`src/hdl/arpc_pkg.sv`:
```
package arpc_pkg;

    localparam int IP_W    = 32;
    localparam int MAC_W   = 48;
    localparam int ENTRY_W = IP_W + MAC_W;
    localparam int CFG_IDX_W = 2;

    localparam logic [IP_W-1:0]  IP_BCAST  = 32'hFFFF_FFFF;
    localparam logic [MAC_W-1:0] MAC_BCAST = {6{8'hFF}};

    // result status codes
    localparam logic [2:0] ST_HIT      = 3'd0;
    localparam logic [2:0] ST_MISS     = 3'd1;
    localparam logic [2:0] ST_UPDATED  = 3'd2;
    localparam logic [2:0] ST_INSERTED = 3'd3;
    localparam logic [2:0] ST_DROPPED  = 3'd4;

    // request kinds
    localparam logic KIND_LEARN   = 1'b0;
    localparam logic KIND_RESOLVE = 1'b1;

    // configuration register indexes
    localparam logic [CFG_IDX_W-1:0] CFG_MY_IP       = 2'd0;
    localparam logic [CFG_IDX_W-1:0] CFG_SUBNET_MASK = 2'd1;
    localparam logic [CFG_IDX_W-1:0] CFG_GATEWAY_IP  = 2'd2;

    typedef struct packed {
        logic             kind;
        logic [IP_W-1:0]  ip_addr;
        logic [MAC_W-1:0] mac_addr;
    } arpc_req_t;

    typedef struct packed {
        logic [2:0]       status;
        logic             found;
        logic [MAC_W-1:0] mac_out;
        logic [IP_W-1:0]  next_hop;
    } arpc_res_t;

    // controller -> datapath
    typedef struct packed {
        logic load;
        logic scan;
        logic commit;
    } arpc_cmd_t;

    // datapath -> controller
    typedef struct packed {
        logic hit;
        logic last;
        logic bcast;
    } arpc_stat_t;

endpackage

```
`src/hdl/arpc_ctrl.sv`:
```
module arpc_ctrl (
    input  logic                clk,
    input  logic                rst_n,
    input  logic                start,
    output logic                busy,
    output logic                done,
    output arpc_pkg::arpc_cmd_t cmd,
    input  arpc_pkg::arpc_stat_t stat
);
    import arpc_pkg::*;

    typedef enum logic [1:0] {
        S_IDLE,
        S_SCAN,
        S_FINISH
    } state_t;

    state_t state_reg;
    logic   done_reg;

    always_ff @(posedge clk or negedge rst_n)
    begin
        if (!rst_n)
        begin
            state_reg <= S_IDLE;
            done_reg  <= 1'b0;
        end
        else
        begin
            case (state_reg)
                S_IDLE:
                begin
                    done_reg <= 1'b0;
                    if (start)
                    begin
                        state_reg <= S_SCAN;
                    end
                end
                S_SCAN:
                begin
                    done_reg <= 1'b0;
                    if (stat.bcast || stat.hit || stat.last)
                    begin
                        state_reg <= S_FINISH;
                    end
                end
                S_FINISH:
                begin
                    done_reg  <= 1'b1;
                    state_reg <= S_IDLE;
                end
                default:
                begin
                    done_reg  <= 1'b0;
                    state_reg <= S_IDLE;
                end
            endcase
        end
    end

    assign busy       = (state_reg != S_IDLE);
    assign done       = done_reg;
    assign cmd.load   = (state_reg == S_IDLE) && start;
    assign cmd.scan   = (state_reg == S_SCAN);
    assign cmd.commit = (state_reg == S_FINISH);

endmodule

```
`config.mk`:
```
export PLATFORM = sky130hd
export DESIGN_NAME = arpc_ctrl
export DESIGN_NICKNAME = d
export VERILOG_FILES = /design/src/hdl/arpc_pkg.sv /design/src/hdl/arpc_ctrl.sv
export SDC_FILE = /design/constraint.sdc
export NUM_CORES = 1
export LEC_CHECK = 0
export BUFFER_PORTS_ARGS = -buffer_cell sky130_fd_sc_hd__buf_2
export CAP_MARGIN = 20
export CORE_AREA = 3 3 40 42
export CTS_CLUSTER_DIAMETER = 40
export CTS_CLUSTER_SIZE = 14
export DETAILED_ROUTE_END_ITERATION = 12
export DIE_AREA = 0 0 43 45
export GPL_ROUTABILITY_DRIVEN = 1
export PLACE_DENSITY_LB_ADDON = 0.05
export SLEW_MARGIN = 20
export SYNTH_ARGS = -nofsm -noshare
export SYNTH_HDL_FRONTEND = slang
export SYNTH_SLANG_ARGS = --single-unit
```
`constraint.sdc`:
```
create_clock -name clk -period 1.7 [get_ports clk]
set_input_delay 0.425 -clock clk [delete_from_list [all_inputs] [get_ports clk]]
set_output_delay 0.425 -clock clk [all_outputs]
set_load 0.02 [all_outputs]
```
==> results.json <==
{
  "status": "complete, no violations",
  "start_util": 0.105,
  "drc": 0,
  "cp_num_cells": 2,
  "grt.total_usage": 0.0542,
  "num_rows": 13,
  "min_delay_path_depth": 3,
  "ant_nets": 0,
  "syn_nets": 16,
  "tns_ps": 0,
  "r2r_cells": 2,
  "fmax_ghz": 0.662,
  "path_class": "flop to output pin",
  "critPathMaxFanout": 4,
  "drive_above_1_share": 0.640,
  "yosysWarningCount": 0,
  "fin_cells": 40,
  "seq_area_um2": 75.1,
  "die_w_um": 43,
  "vias": 125,
  "hold_viol": 0,
  "synth-seq-cells": 3,
  "synth-edff-count": 0,
  "io_buffers": 10,
  "slew_headroom": 0.840,
  "via_per_inst": 3.13,
  "core_area_um2": 1280,
  "largest_reg_flops": 2,
  "synth.area.top_cells": "dfrtp_1, nor2b_4, nor3b_2",
  "power_density_nw_per_um2": 1310,
  "first_iter_violations": 4,
  "crit_arrival_ps": 1090,
  "fin_crit_sh": 0.889,
  "syn_inst": 10,
  "cts_buffers": 3,
  "hold-worst-slack_ps": 471,
  "dr.pass1.iters": 3,
  "synth_ff_type": "dfrtp_1",
  "multi_input_area_um2": 60.1,
  "cp.buffers_inverters": 1,
  "skew_ps": 5.66,
  "total_power_mw": 0.315,
  "die_area_um2": 1940,
  "wl_um": 382,
  "critPathTopFamily": "flip-flops",
  "finalSetupViolCount": 0,
  "min_path_type": "input port to flop",
  "synth_top_area_frac": 0.556,
  "grt_pass1_vias": 134,
  "cp_cell_sequence": "nor3b_2 > buf_2",
  "ctsResizeCount": 0,
  "peakVddDrop_v": 0.000395,
  "ys_async_sr_fraction": 1.00,
  "critPathRequiredTime_ps": 1270,
  "grt_overflow": 0,
  "grt_start_max_net_pins": 5,
  "fin_nets": 32,
  "diodes": 0,
  "finalWorstPathRequiredPeriod_ps": 1510,
  "leakage_nw": 0.134,
  "placed_cells": 35,
  "yosysMostFrequentCell": "dfrtp_1",
  "seq_area_frac_synth": 0.556,
  "routabilityCongestion": 0.542,
  "antenna_found_initial": 0,
  "clockBufferDepth": 2,
  "io_pins": 11,
  "fillers": 140,
  "clk_transition_reported_paths_ps": 40,
  "cpPeakStageDelay_ps": 430,
  "cap_violations": 0,
  "synthDistinctLibCells": 8,
  "cts_num_sinks": 3,
  "synth_top_area_cell": "dfrtp_1",
  "post_drt_wl_per_cell_um": 9.55,
  "cts_root_buffer": "clkbuf_4",
  "synth_area_per_cell_um2": 13.5,
  "cp_slowest_cell": "dfrtp_1",
  "rsz0062_at_grt": "no",
  "htreeDepth": 1,
  "start_kind": "flop",
  "timing.final.max_slew_violations": 0,
  "cts_tree": "yes",
  "grt_pass1_wl_um": 641,
  "die_h_um": 45,
  "synth_area_um2": 135,
  "cp-end-kind": "output pin",
  "syn2layout_area_growth_pct": 77.8,
  "tightestPinTransition_ps": 239,
  "clk_latency_ps": 230
}
cells in the final DEF (no fill, tap or decap), drive strengths merged:
cell type | synthesis | layout
a21o | 1 | 1
and2b | 1 | 1
buf | 0 | 10
clkbuf | 0 | 4
dfrtp | 3 | 3
dlygate4sd3 | 0 | 1
nor2b | 2 | 2
nor3 | 1 | 1
nor3b | 1 | 1
or2 | 1 | 1
tightest hold or removal path: cells and delay by family:
kind / cells / cell delay [ps]
simple gates: 2 / 150
buf+inv: 1 / 70
per-layer routing:
layer / vias up / track usage / share of wire
li1: 64 / - / -
met1: 50 / 0.0652 / 0.54
met2: 11 / 0.0509 / 0.25
met3: 0 / 0.0717 / 0.20
met4: 0 / 0.0181 / 0
met5: - / 0 / 0
what timing repair did:
item / 4_1_cts / 5_1_grt
hold buffers: 1 / 0
hold endpoints to repair: 3 / 0
setup buffers: 0 / 0
kinds of logic after synthesis:
kind of cell,after synthesis,share of synthesized area
simple gates,6,0.389
flops,3,0.556
compound gates,1,0.0556
final timing paths:
check | startpoint | end | slack (ps)
worst min-delay path | stat[1] | state_reg[1] | 470
min in group asynchronous | rst_n | state_reg[0] | 520
worst max-delay path | state_reg[1] | cmd[2] | 190
worst min register to register | state_reg[0] | state_reg[0] | 640
max in group asynchronous | rst_n | done | 1060
worst max register to register | state_reg[1] | state_reg[0] | 880
where the power goes:
part / internal [mW] / leakage (nW) / switching [mW]
Sequential: 0.0843 / 0.0391 / 0.0123
Combinational: 0.0416 / 0.0795 / 0.0528
Clock: 0.0879 / 0.0150 / 0.0358
cell type report:
class | instances | share of cell area
multi-input cells | 7 | 0.250
repair buffers | 11 | 0.250
well taps | 15 | 0.0781
clock buffers | 4 | 0.109
flip-flops and latches | 3 | 0.313
through the flow:
step	util	worst slack (ps)	instance area, um2
floorplan	-	496	135
global placement	0.159	375	204
detailed placement	0.159	385	204
CTS	0.187	165	240
global route	0.187	128	240
finish	0.187	189	240
(Power assumes the default switching activity.)
